<file path="src/rtl/core/prescaled_countdown_timer_unit_defines.svh">
// Assertion macros for the prescaled countdown timer.
// Included by the top level; depends on nothing else.
`ifndef PRESCALED_COUNTDOWN_TIMER_UNIT_DEFINES_SVH
`define PRESCALED_COUNTDOWN_TIMER_UNIT_DEFINES_SVH

// Check that expr holds in the same cycle whenever cond holds.
`define PCT_ASSERT_IMPLY(label, clk_sig, rst_sig, cond, expr, msg) \
  label: assert property (@(posedge clk_sig) disable iff (rst_sig) (cond) |-> (expr)) \
    else $error(msg);

// Check that expr holds in the cycle after cond.
`define PCT_ASSERT_NEXT(label, clk_sig, rst_sig, cond, expr, msg) \
  label: assert property (@(posedge clk_sig) disable iff (rst_sig) (cond) |=> (expr)) \
    else $error(msg);

`endif

</file>
<file path="src/rtl/core/pct_pkg.sv">
// Shared types and constants of the prescaled countdown timer.
// Used by pct_core and prescaled_countdown_timer_unit; depends on nothing.
package pct_pkg;

  localparam int COUNT_W = 23;
  localparam int DATA_W  = 23;
  localparam int PHASE_W = 8;

  localparam logic [PHASE_W-1:0] DIV16_LAST  = PHASE_W'(15);
  localparam logic [PHASE_W-1:0] DIV256_LAST = PHASE_W'(255);

  localparam int CTRL_LEVEL_BIT  = 0;
  localparam int CTRL_DIV_LSB    = 2;
  localparam int CTRL_RELOAD_BIT = 6;
  localparam int CTRL_ENABLE_BIT = 7;

  typedef enum logic [1:0] {
    OP_TICK  = 2'd0,
    OP_READ  = 2'd1,
    OP_WRITE = 2'd2
  } op_t;

  typedef enum logic [1:0] {
    REG_LOAD      = 2'd0,
    REG_COUNT     = 2'd1,
    REG_CONTROL   = 2'd2,
    REG_IRQ_CLEAR = 2'd3
  } reg_addr_t;

  typedef enum logic [1:0] {
    DIV_1   = 2'd0,
    DIV_16  = 2'd1,
    DIV_256 = 2'd2
  } div_t;

  typedef struct packed {
    op_t               op;
    reg_addr_t         addr;
    logic [DATA_W-1:0] data;
  } item_t;

  typedef struct packed {
    logic [DATA_W-1:0] read_data;
    logic              irq_level;
    logic              irq_pulse;
  } result_t;

  typedef struct packed {
    div_t               div;
    logic [PHASE_W-1:0] phase;
  } status_t;

endpackage

</file>
<file path="src/rtl/core/prescaled_countdown_timer_unit.sv">
// Top level of the prescaled countdown timer: input register, timer core,
// result register. Depends on pct_pkg, pct_core and the assertion header.
//
//   channel | signals                                   | direction
//   --------+-------------------------------------------+----------
//   cmd     | cmd_valid, cmd_stall, operation, address, | in
//           | write_data                                |
//   rsp     | rsp_valid, rsp_stall, read_data,          | out
//           | irq_level, irq_pulse                      |
//
// One item enters per cycle while cmd_stall is low; its result shows on rsp
// once it leaves the input register (the core works on it there, and the
// result register takes it when not stalled). The core's update sets the rate.
// Reset clears the timer state and both valid flags.
// A stall on rsp holds the result register and, once the input register is
// full behind it, raises cmd_stall in the same cycle.

`include "prescaled_countdown_timer_unit_defines.svh"

module prescaled_countdown_timer_unit (
  input  logic                       clk,
  input  logic                       rst,
  input  logic                       cmd_valid,
  output logic                       cmd_stall,
  input  logic [1:0]                 operation,
  input  logic [1:0]                 address,
  input  logic [pct_pkg::DATA_W-1:0] write_data,
  output logic                       rsp_valid,
  input  logic                       rsp_stall,
  output logic [pct_pkg::DATA_W-1:0] read_data,
  output logic                       irq_level,
  output logic                       irq_pulse
);

  // Input register: one item waiting for the core.
  logic             s1_valid;
  pct_pkg::item_t   s1_item;

  // Result register.
  pct_pkg::result_t res_q;

  pct_pkg::result_t core_result;
  pct_pkg::status_t core_status;
  logic             out_ready;
  logic             advance;

  // The result register takes a new item when empty or being drained.
  assign out_ready = !rsp_valid || !rsp_stall;
  // Advance the item in the input register through the core into the result.
  assign advance   = s1_valid && out_ready;
  // Hold the sender off only while the input register cannot move.
  assign cmd_stall = s1_valid && !out_ready;

  always_ff @(posedge clk) begin
    if (rst) begin
      s1_valid <= 1'b0;
    end else if (!cmd_stall) begin
      s1_valid <= cmd_valid;
    end
  end

  always_ff @(posedge clk) begin
    if (cmd_valid && !cmd_stall) begin
      s1_item.op   <= pct_pkg::op_t'(operation);
      s1_item.addr <= pct_pkg::reg_addr_t'(address);
      s1_item.data <= write_data;
    end
  end

  // Timer state is updated exactly once per item, when it moves to the result.
  pct_core u_core (
    .clk     (clk),
    .rst     (rst),
    .advance (advance),
    .item    (s1_item),
    .result  (core_result),
    .status  (core_status)
  );

  always_ff @(posedge clk) begin
    if (rst) begin
      rsp_valid <= 1'b0;
    end else if (out_ready) begin
      rsp_valid <= s1_valid;
    end
  end

  always_ff @(posedge clk) begin
    if (advance) begin
      res_q <= core_result;
    end
  end

  assign read_data = res_q.read_data;
  assign irq_level = res_q.irq_level;
  assign irq_pulse = res_q.irq_pulse;

  // A pulse comes only from a tick, which never returns read data.
  `PCT_ASSERT_IMPLY(a_pulse_no_data, clk, rst, rsp_valid && irq_pulse,
                    read_data == '0, "pulse with read data")
  // Divide by one never leaves the prescaler off phase zero.
  `PCT_ASSERT_IMPLY(a_div1_phase, clk, rst, core_status.div == pct_pkg::DIV_1,
                    core_status.phase == '0, "prescaler moved at divide by one")
  // Divide by sixteen keeps the phase below sixteen.
  `PCT_ASSERT_IMPLY(a_div16_phase, clk, rst, core_status.div == pct_pkg::DIV_16,
                    core_status.phase <= pct_pkg::DIV16_LAST, "prescaler phase out of range")
  // An item stalled at the input has been moved into the result next cycle
  // once the output drains.
  `PCT_ASSERT_NEXT(a_drain_moves, clk, rst, s1_valid && out_ready, rsp_valid,
                   "item lost between stages")

endmodule

</file>
<file path="src/rtl/core/pct_core.sv">
// Timer state and per-item update: registers, prescaler and counter.
// Depends on pct_pkg.
module pct_core (
  input  logic             clk,
  input  logic             rst,
  input  logic             advance,
  input  pct_pkg::item_t   item,
  output pct_pkg::result_t result,
  output pct_pkg::status_t status
);

  logic [pct_pkg::COUNT_W-1:0] reload_value, reload_value_next;
  logic [pct_pkg::COUNT_W-1:0] current_count, current_count_next;
  logic [pct_pkg::PHASE_W-1:0] prescale_phase, prescale_phase_next;
  pct_pkg::div_t               divider_select, divider_select_next;
  logic                        level_mode, level_mode_next;
  logic                        reload_enable, reload_enable_next;
  logic                        run_enable, run_enable_next;
  logic                        irq_line, irq_line_next;

  logic [pct_pkg::COUNT_W-1:0] count_dec;
  logic [pct_pkg::DATA_W-1:0]  ctrl_word;
  logic [pct_pkg::DATA_W-1:0]  rd;
  logic                        pulse;
  logic                        phase_more;
  logic [1:0]                  div_code;

  assign count_dec = current_count - pct_pkg::COUNT_W'(1);
  assign div_code  = item.data[pct_pkg::CTRL_DIV_LSB +: 2];

  always_comb begin
    ctrl_word = '0;
    ctrl_word[pct_pkg::CTRL_LEVEL_BIT]      = level_mode;
    ctrl_word[pct_pkg::CTRL_DIV_LSB +: 2]   = divider_select;
    ctrl_word[pct_pkg::CTRL_RELOAD_BIT]     = reload_enable;
    ctrl_word[pct_pkg::CTRL_ENABLE_BIT]     = run_enable;
  end

  always_comb begin
    case (divider_select)
      pct_pkg::DIV_1:  phase_more = 1'b0;
      pct_pkg::DIV_16: phase_more = (prescale_phase < pct_pkg::DIV16_LAST);
      default:         phase_more = (prescale_phase != pct_pkg::DIV256_LAST);
    endcase
  end

  always_comb begin
    reload_value_next   = reload_value;
    current_count_next  = current_count;
    prescale_phase_next = prescale_phase;
    divider_select_next = divider_select;
    level_mode_next     = level_mode;
    reload_enable_next  = reload_enable;
    run_enable_next     = run_enable;
    irq_line_next       = irq_line;
    rd                  = '0;
    pulse               = 1'b0;
    case (item.op)
      pct_pkg::OP_TICK: begin
        if (run_enable && (current_count != '0)) begin
          if (phase_more) begin
            prescale_phase_next = prescale_phase + pct_pkg::PHASE_W'(1);
          end else begin
            prescale_phase_next = '0;
            current_count_next  = count_dec;
            if (count_dec == '0) begin
              if (level_mode) begin
                irq_line_next = 1'b1;
              end else begin
                pulse = 1'b1;
              end
              if (reload_enable) begin
                current_count_next = reload_value;
              end
            end
          end
        end
      end
      pct_pkg::OP_READ: begin
        case (item.addr)
          pct_pkg::REG_LOAD:    rd = pct_pkg::DATA_W'(reload_value);
          pct_pkg::REG_COUNT:   rd = pct_pkg::DATA_W'(current_count);
          pct_pkg::REG_CONTROL: rd = ctrl_word;
          default:              rd = '0;
        endcase
      end
      pct_pkg::OP_WRITE: begin
        case (item.addr)
          pct_pkg::REG_LOAD: begin
            reload_value_next   = pct_pkg::COUNT_W'(item.data);
            current_count_next  = pct_pkg::COUNT_W'(item.data);
            prescale_phase_next = '0;
          end
          pct_pkg::REG_CONTROL: begin
            divider_select_next = (div_code == 2'b11) ? pct_pkg::DIV_256
                                                      : pct_pkg::div_t'(div_code);
            level_mode_next     = item.data[pct_pkg::CTRL_LEVEL_BIT];
            reload_enable_next  = item.data[pct_pkg::CTRL_RELOAD_BIT];
            run_enable_next     = item.data[pct_pkg::CTRL_ENABLE_BIT];
            current_count_next  = (current_count != '0) ? current_count : reload_value;
            prescale_phase_next = '0;
          end
          pct_pkg::REG_IRQ_CLEAR: irq_line_next = 1'b0;
          default: ;
        endcase
      end
      default: ;
    endcase
  end

  always_ff @(posedge clk) begin
    if (rst) begin
      reload_value   <= '0;
      current_count  <= '0;
      prescale_phase <= '0;
      divider_select <= pct_pkg::DIV_1;
      level_mode     <= 1'b0;
      reload_enable  <= 1'b0;
      run_enable     <= 1'b0;
      irq_line       <= 1'b0;
    end else if (advance) begin
      reload_value   <= reload_value_next;
      current_count  <= current_count_next;
      prescale_phase <= prescale_phase_next;
      divider_select <= divider_select_next;
      level_mode     <= level_mode_next;
      reload_enable  <= reload_enable_next;
      run_enable     <= run_enable_next;
      irq_line       <= irq_line_next;
    end
  end

  assign result.read_data = rd;
  assign result.irq_level = irq_line_next;
  assign result.irq_pulse = pulse;
  assign status.div       = divider_select;
  assign status.phase     = prescale_phase;

endmodule
</file>
<file path="config.mk">
export PLATFORM = sky130hd
export DESIGN_NAME = prescaled_countdown_timer_unit
export DESIGN_NICKNAME = d
export VERILOG_FILES = /design/src/rtl/core/pct_pkg.sv /design/src/rtl/core/prescaled_countdown_timer_unit.sv /design/src/rtl/core/pct_core.sv
export VERILOG_INCLUDE_DIRS = /design/src /design/src/rtl/core
export SDC_FILE = /design/constraint.sdc
export NUM_CORES = 1
export LEC_CHECK = 0
export BUFFER_PORTS_ARGS = -buffer_cell sky130_fd_sc_hd__clkbuf_2
export CAP_MARGIN = 20
export CELL_PAD_IN_SITES_DETAIL_PLACEMENT = 1
export CELL_PAD_IN_SITES_GLOBAL_PLACEMENT = 1
export CORE_UTILIZATION = 51
export CTS_BUF_LIST = sky130_fd_sc_hd__clkbuf_8
export DETAILED_ROUTE_END_ITERATION = 16
export GPL_ROUTABILITY_DRIVEN = 1
export PLACE_DENSITY = 0.95
export REMOVE_ABC_BUFFERS = 1
export SYNTH_ARGS = -nofsm -noshare
export SYNTH_HDL_FRONTEND = slang
export SYNTH_SLANG_ARGS = --single-unit
</file>
<file path="constraint.sdc">
create_clock -name clk -period 4.96 [get_ports clk]
set_input_delay 0.496 -clock clk [delete_from_list [all_inputs] [get_ports clk]]
set_output_delay 0.496 -clock clk [all_outputs]
set_load 0.02 [all_outputs]
</file>
After elaboration in Yosys (flattened, before gate mapping)

Cells that the tools add are included.

Order comparisons: 1
Mux-type cells: 21
Eq/ne operators: 13
Shifts and indexed selects: 0
Reduce and logical (&&, ||, !) cells: 21
Add/sub/neg operators: 2
Divide/modulo/power cells: 0
Multiply operators: 0
Bitwise gates (word level): 3

Operators with widths:

| kind                    | count |
|---|---|
| $mux W23                | 5 |
| $pmux W23 S2            | 2 |
| $pmux W23 S3            | 1 |
| $mux W8                 | 3 |
| $logic_not A23 Y1       | 1 |
| $reduce_bool A23 Y1     | 1 |
| $sub A23 B1 Y23 const B | 1 |
| $pmux W8 S2             | 1 |
| $add A8 B1 Y8 const B   | 1 |
| $eq A2 B2 Y1 const B    | 4 |
| $lt A8 B4 Y1 const B    | 1 |
| $ne A8 B8 Y1 const B    | 1 |
| $eq A2 B1 Y1 const B    | 3 |
| $logic_not A2 Y1        | 3 |
| $mux W1                 | 6 |
| $ne A3 B3 Y1 const B    | 2 |
| $reduce_and A3 Y1       | 2 |
| $reduce_and A6 Y1       | 1 |
| $logic_and A1 B1 Y1     | 4 |
| $logic_not A1 Y1        | 4 |
| $ne A2 B2 Y1 const B    | 2 |
| $pmux W1 S2             | 2 |
| $reduce_and A4 Y1       | 1 |
| $reduce_or A4 Y1        | 1 |
| other kinds (6)         | 8 |

Logic and storage cells: 77
Memories kept: 0
Bits in latches: 0
Bits in writable memories: 0
Register bits: 114
Output and inout bits: 27
Input bits: 31
Bits in read-only memories: 0

Depth between registers and ports, before layout

Gate-level depths: netlist of the first run.

Depth after elaboration: 6
Gate-level depth with buffers: 11
Depth with buffers taken out: 9

Hierarchy

Synthesis of the first run repeated with hierarchy kept, for this count alone.

Cell total of the unflattened synthesis: 661
Area total of the unflattened synthesis: 5925.7 um2

Modules (own cells, without submodules):

| module                         | sequential area each (um2) | area each (um2) | instances | cells each |
|---|---|---|---|---|
| pct_core                       | 1201.2                     | 4277.9          | 1         | 599 |
| prescaled_countdown_timer_unit | 1601.5                     | 1647.8          | 1         | 62 |

Least setup slack after synthesis of the first run

Ideal clock, no wire load.

Path kind: register -> register
From: reg u_core.current_count[15] in the netlist's numbering
To: reg u_core.current_count[0] in the netlist's numbering
Buffers on the path: 3
Arrival: 2724 ps
Clock period less this slack: 2844 ps
Setup time: 120 ps
Data required time: 4840 ps
Slack: 2116 ps
Stages on the path, launching flop included: 11
Cells stage by stage: dfxtp_1 buf_2 or4_1 buf_2 or3_4 o31ai_4 nand4_1 nor4_4 buf_4 a21oi_1 a211o_1

Longest elaborated chain between the ends: 6
Elaborated cells on any way between the ends: 11
Classes of those cells: 1 x add/sub; 2 x eq/ne; 4 x mux; 4 x reduce/logical

Ends and longest elaborated chain:

| what                   | line            | text |
|---|---|---|
| from (decl)            | pct_core.sv:13  | `logic [pct_pkg::COUNT_W-1:0] current_count, current_count_next;` |
| from (signal assigned) | pct_core.sv:123 | `current_count <= current_count_next;` |
| $sub A23 B1 Y23        | pct_core.sv:28  | `assign count_dec = current_count - pct_pkg::COUNT_W'(1);` |
| $logic_not A23 Y1      | pct_core.sv:66  | `if (count_dec == '0) begin` |
| $mux W23               | pct_core.sv:66  |  |
| $mux W23               | pct_core.sv:61  | `if (phase_more) begin` |
| $mux W23               | pct_core.sv:60  | `if (run_enable && (current_count != '0)) begin` |
| $pmux W23 S2           | pct_core.sv:58  | `case (item.op)` |

Several ways; a longest one is shown, not always the timed one. The select of a mux whose other input is x is not followed.
A chain may end at the register's enable or synchronous reset.

Worst setup path in the final report of the first run

From: reg u_core.current_count[2] in the netlist's numbering
To: reg u_core.current_count[20] in the netlist's numbering

Longest elaborated chain between the ends: 6
Elaborated cells on any way between the ends: 12
Classes of those cells: 1 x add/sub; 2 x eq/ne; 5 x mux; 4 x reduce/logical

Ends and longest elaborated chain:

| what                                                 | line |
|---|---|
| $sub A23 B1 Y23                                      | pct_core.sv:28 |
| $logic_not A23 Y1 / $mux W23 (equally long branches) | pct_core.sv:66, pct_core.sv:72 |
| $mux W23                                             | pct_core.sv:66 |
| $mux W23                                             | pct_core.sv:61 |
| $mux W23                                             | pct_core.sv:60 |
| $pmux W23 S2                                         | pct_core.sv:58 |

Several ways; a longest one is shown, not always the timed one. The select of a mux whose other input is x is not followed.

==> impl_metrics.toml, run 1 <==
[timing]
setup_tns_ns = 0
worstMarginPinSlew_ns = 1.11
drv_slew = 0
fin_ws_ns = 0.536
rsz0062_at_grt = "false"
fmax_mhz = 226
period_share_pct = 89.2
finalSetupViolCount = 0
relSlewSlack_pct = 25.6
hold_viol_final = 0
clock_skew_ns = 0.0134
period_minus_slack_ns = 4.42

[logic_synthesis]
netlist_instances = 650
synth_top_area_share_pct = 26.4
avgSynthCellArea_um2 = 9.10
synth_area_leaders = "edfxtp_1 26%, dfxtp_1 21%, mux2i_1 6.8%"
synth_edf_count = 52
synth_warnings = 0
synth_cell_type_count = 64
yosysTopAreaCell = "edfxtp_1"
synth_ff_type = "dfxtp_1"
synth-async-reset-ratio_pct = 0
ys_ff_latch = 114
syn_area_um2 = 5910
yosysSeqAreaShare_pct = 47.4

[worst_hold_path]
min_to = "s1_item[7]$_DFFE_PP_"
hold_start = "write_data[7]"
hp-class = "in -> reg"
min_path_cells = 1

[finish]
nNetsFinal = 721
fillers = 1301
drive_above_1_share_pct = 16.4
n_antenna_cell = 0
syn_to_final_growth_pct = 13.1
utilization_pct = 60.4

[detailed_routing]
firstDrtPassIters = 5
viasPerCell = 6.58
wirelength_mm = 19.1
first_iter_violations = 491
wl_per_cell_um = 22.7
vias = 5526
final_antenna_net_count = 0
drc = 0

[job]
maxCapViolations = 0

[power]
ir_worst_vdd_v = 0.000246
power.density_nw_per_um2 = 355
p_leak_nw = 2.50

[grt]
antenna_found_initial = 0
grt_pass1_wl_mm = 30.2
grt-ovfl-total = 0
grt_max_degree = 60
grt_usage_pct = 34.4
grt_pass1_vias = 5873

[die]
start_util_pct = 53.4
die_w_um = 110
io_pins = 58
core-area_um2 = 11100
rows = 38
die_h_um = 110
dieArea_um2 = 12000

[clock_network]
clk_pin_slew_ns = 0.07
clock_sinks = 114
cts.repair.resized = 0
post_cts_buffers = 0
holdBufCountCts = 0
cts-root-buf = "clkbuf_8"
numCtsBuffers = 17
h-tree-depth = 4
tritoncts = "done"
clock_path_buffers = 2
clkLatencyLatePin_ns = 0.46

[worst_setup_path]
rrSetupSlack_ns = 0.54
cp-end-kind = "register"
regToRegStartpoint = "u_core.current_count[2]$_SDFFE_PP0P_"
cp.arrival_ns = 4.74
cp_data_required_time_ns = 5.28
regToRegEndpoint = "u_core.current_count[20]$_SDFFE_PP0P_"
reg2reg_depth = 7
crit_path_start_kind = "register"
crit_fanout = 17
worstSetupPathType = "reg -> reg"

[placed_design]
port_buffers = 57
place.gp.congestion = 1.04
dpl_worst_slack_ns = 0.906
hpwl_mm = 12.7

[run_status]
run_status = "completed"
power breakdown:
part | total, mW | switching [mW] | internal, mW
Clock | 0.904 | 0.398 | 0.506
Combinational | 0.415 | 0.270 | 0.145
Sequential | 1.05 | 0.0388 | 1.01
synth_stat cells (4+ instances only):
cell,n
o31ai_1,7
a2111oi_1,5
mux2i_1,40
nand2b_1,5
nand2_1,89
edfxtp_1,52
nor2_1,69
and2_1,7
nor4_1,9
o21ai_1,9
buf_2,7
clkbuf_1,34
xor2_1,7
nor2b_1,6
nand3b_1,6
nand3_1,32
and3_1,9
nand4_1,9
inv_1,4
buf_1,7
a21oi_1,50
o21ai_0,9
xnor2_1,10
or4_1,8
dfxtp_1,62
or3_1,7
nor4b_1,4
nor3_1,14
a211oi_1,9
a31oi_1,11
a2111oi_0,6
cells in the final DEF (no fill, tap or decap), types with 9 or more instances in the layout:
cell type and count:
nand2_1 89, nor2_1 69, dfxtp_1 62, clkbuf_2 57, edfxtp_1 52, a21oi_1 50
mux2i_1 40, nand3_1 32, clkbuf_8 18, nor3_1 14, a31oi_1 11, xnor2_1 10
nand4_1 9, a211oi_1 9, and3_1 9, o21ai_0 9, o21ai_1 9
worst max-delay path, stage by stage (launching register included):
cell and delay [ns]:
dfxtp_1 0.46, nor4_1 0.79, nand4_1 0.54, o31ai_1 0.52, nand4_1 0.25, nor4_4 1.00, nand3_1 0.18, a2111oi_1 0.53
layer usage:
| metal | routed length, um | track usage, % | up-vias |
|---|---|---|---|
| met5 | 0 | 0 | - |
| met4 | 888 | 21.3 | 0 |
| met3 | 1600 | 8.54 | 75 |
| met2 | 9450 | 57.7 | 330 |
| met1 | 7140 | 39.4 | 2674 |
| li1 | - | - | 2447 |
cells by family (layout without fill, tap and decap cells):
kind of cell               after synthesis  count (layout)  synth area share [%]
DFF                                    114             114                  47.4
adders and majority gates                3               3                 0.635
and+or+nand+nor                        294             294                  25.0
AOI/OAI and AO/OA                      128             128                  14.0
muxes                                   40              40                  6.77
buffers and inverters                   54             104                  3.64
xor gates and xnor gates                17              17                  2.52
flip-flops by register name, summed over array words and instances (netlist names), 2 cells and up:
signal / flops
read_data: 23
s1_item: 27
u_core.current_count: 23
u_core.divider_select: 2
u_core.prescale_phase: 8
u_core.reload_value: 23
worst max-delay path by stage:
| stage | start | endpoint | slack (ns) | cells after the start |
|---|---|---|---|---|
| after CTS | u_core.current_count[2]$_SDFFE_PP0P_ | u_core.current_count[20]$_SDFFE_PP0P_ | 0.77 | 7 |
| after floorplan | s1_item[23]$_DFFE_PP_ | u_core.current_count[0]$_SDFFE_PP0P_ | 0.84 | 5 |
| after detailed placement | u_core.current_count[2]$_SDFFE_PP0P_ | u_core.current_count[16]$_SDFFE_PP0P_ | 0.91 | 7 |
| after global routing | u_core.current_count[2]$_SDFFE_PP0P_ | u_core.current_count[20]$_SDFFE_PP0P_ | 0.40 | 7 |
| after global placement | u_core.current_count[2]$_SDFFE_PP0P_ | u_core.current_count[1]$_SDFFE_PP0P_ | 1.28 | 7 |
| final | u_core.current_count[2]$_SDFFE_PP0P_ | u_core.current_count[20]$_SDFFE_PP0P_ | 0.54 | 7 |
per-stage QoR:
| step | hold WS (ns) | instance area, um^2 | instances | power (mW) |
|---|---|---|---|---|
| 4_1_cts | 0.194 | 6690 | 840 | 2.38 |
| 3_5_place_dp | 0.484 | 6270 | 808 | 1.47 |
| 2_1_floorplan | 0.441 | 5720 | 601 | 1.33 |
| 3_3_place_gp | 0.450 | 6250 | 806 | 1.43 |
| 5_1_grt | 0.181 | 6690 | 840 | 2.46 |
| 6_report | 0.213 | 6690 | 840 | 2.37 |
layout make-up:
class	instances	area (um^2)	share of cell area [%]
multi-input combinational	482	2910	43.5
sequential	114	2800	41.9
timing repair buffer	67	372	5.56
clock buffer	18	248	3.71
tap	140	175	2.62
clock inverter	14	164	2.45
inverter	5	18.8	0.281
No activity file was read; power rests on OpenSTA's default activity.
==> run 2: changes to the inputs <==
--- a/config.mk
+++ b/config.mk
@@ -14,7 +14,7 @@
 export CTS_BUF_LIST = sky130_fd_sc_hd__clkbuf_8
 export DETAILED_ROUTE_END_ITERATION = 16
 export GPL_ROUTABILITY_DRIVEN = 1
-export PLACE_DENSITY = 0.95
+export PLACE_DENSITY = 0.91
 export REMOVE_ABC_BUFFERS = 1
 export SYNTH_ARGS = -nofsm -noshare
 export SYNTH_HDL_FRONTEND = slang
==> run 2 against run 1 <==
Against the previous run:
- first-iteration DRC count fell by 33%
- setup slack improved by 0.89 ns
- final area fell by 0.62%
- sequential power barely moved
- clock power fell by 11%
- global-route usage fell by 2.3 points
- total power fell by 5.1%
- utilization fell by 0.37 points
- critical endpoint is now irq_pulse$_SDFFCE_PP0P_
==> impl_metrics.toml, run 2 (synthesis gave the netlist of run 1 again) <==
[grt]
grt_usage_pct = 32.1
grt_pass1_wl_mm = 28.3
antenna_found_initial = 0
grt-ovfl-total = 0
grt_pass1_vias = 5386
grt_max_degree = 60

[clock_network]
holdBufCountCts = 0
clk_pin_slew_ns = 0.07
post_cts_buffers = 0
clock_path_buffers = 2
clock_sinks = 114
cts-root-buf = "clkbuf_8"
tritoncts = "done"
numCtsBuffers = 17
h-tree-depth = 4
cts.repair.resized = 0
clkLatencyLatePin_ns = 0.45

[die]
rows = 38
io_pins = 58
core-area_um2 = 11100
die_h_um = 110
dieArea_um2 = 12000
die_w_um = 110
start_util_pct = 53.4

[placed_design]
place.gp.congestion = 0.954
dp_cells = 809
port_buffers = 57
hpwl_mm = 12.1

[worst_setup_path]
crit_fanout = 11
cp.arrival_ns = 3.84
cp_data_required_time_ns = 5.27
crit_path_start_kind = "register"
reg2reg_depth = 10
worstSetupPathType = "reg -> reg"
regToRegStartpoint = "u_core.current_count[1]$_SDFFE_PP0P_"
regToRegEndpoint = "irq_pulse$_SDFFCE_PP0P_"
rrSetupSlack_ns = 1.43
cp-end-kind = "register"

[timing]
clock_skew_ns = 0.0106
period_minus_slack_ns = 3.53
drv_slew = 0
setup_tns_ns = 0
whs_ns = 0.217
rsz0062_at_grt = "false"
hold_viol_final = 0
period_share_pct = 71.2
worstMarginPinSlew_ns = 0.941
fmax_mhz = 283
finalSetupViolCount = 0
relSlewSlack_pct = 37.3

[run_status]
run_status = "completed"

[detailed_routing]
vias = 5242
first_iter_violations = 331
viasPerCell = 6.23
drc = 0
wl_per_cell_um = 21.3
wirelength_mm = 17.9
final_antenna_net_count = 0
firstDrtPassIters = 5

[finish]
syn_to_final_growth_pct = 12.4
multi_input_area_um2 = 2910
top_register = "s1_item"
final_common_cell = "nand2_1"
n_antenna_cell = 0
final_cells = 842
final_cell_mix = "89 x nand2_1, 68 x nor2_1, 62 x dfxtp_1, 57 x clkbuf_2, 52 x edfxtp_1"
nNetsFinal = 723
fillers = 1298
area.sequential_um2 = 2800
largest_register_ff_count = 27
drive_above_1_share_pct = 16.2

[worst_hold_path]
min_path_cells = 1
min_to = "s1_item[24]$_DFFE_PP_"
hold_start = "address[1]"
hp-class = "in -> reg"

[power]
finalPower_mw = 2.25
ir_worst_vdd_v = 0.000299
p_leak_nw = 2.50
power.density_nw_per_um2 = 339

[job]
maxCapViolations = 0
[run 2: stage by stage]
step	instance area (um^2)	setup slack, ns	utilization (%)
6_report	6650	1.43	60.0
3_5_place_dp	6270	1.12	56.6
5_1_grt	6650	1.09	60.0
3_3_place_gp	6270	1.36	56.6
2_1_floorplan	5720	0.844	-
4_1_cts	6630	1.13	59.9
[run 2: worst max path at each step]
stage / start / endpoint / slack [ns] / cells past startpoint
floorplan: s1_item[23]$_DFFE_PP_ / u_core.current_count[0]$_SDFFE_PP0P_ / 0.84 / 5
global placement: u_core.current_count[2]$_SDFFE_PP0P_ / u_core.current_count[1]$_SDFFE_PP0P_ / 1.36 / 7
detailed placement: u_core.current_count[2]$_SDFFE_PP0P_ / u_core.current_count[20]$_SDFFE_PP0P_ / 1.12 / 7
CTS: u_core.current_count[2]$_SDFFE_PP0P_ / u_core.current_count[20]$_SDFFE_PP0P_ / 1.13 / 7
global route: u_core.current_count[1]$_SDFFE_PP0P_ / u_core.current_count[20]$_SDFFE_PP0P_ / 1.09 / 10
finish: u_core.current_count[1]$_SDFFE_PP0P_ / irq_pulse$_SDFFCE_PP0P_ / 1.43 / 10
[run 2: where the power goes]
| part | internal, mW | total (mW) | switching [mW] |
|---|---|---|---|
| Combinational | 0.145 | 0.391 | 0.246 |
| Sequential | 1.02 | 1.05 | 0.0374 |
| Clock | 0.431 | 0.809 | 0.377 |
[run 2: final cells by class]
| class | instances | area share, % |
|---|---|---|
| repair buffers | 69 | 5.71 |
| clock inverters | 15 | 1.90 |
| inverters | 5 | 0.282 |
| well taps | 140 | 2.64 |
| clock buffers | 17 | 3.52 |
| multi-input cells | 482 | 43.8 |
| flip-flops and latches | 114 | 42.2 |
[run 2: per-layer routing]
layer  routed length, um  vias to the layer above  GRT usage (%)  part of all wire [%]
met5                   0                        -              0                     0
met3                 974                       35           8.12                   5.4
met1                7890                     2611           39.9                    44
li1                    -                     2455              -                     -
met2                8670                      141           53.1                    48
met4                 403                        0           13.4                   2.2
[run 2: critical path: stages (launching register included)]
cell      delay, ns
dfxtp_1        0.38
inv_1          0.13
ha_1           0.39
nor2b_1        0.22
nand4_1        0.29
xnor2_1        0.23
o31ai_1        0.63
nor4b_2        0.49
buf_4          0.25
nand4b_1       0.22
nor2_1         0.15
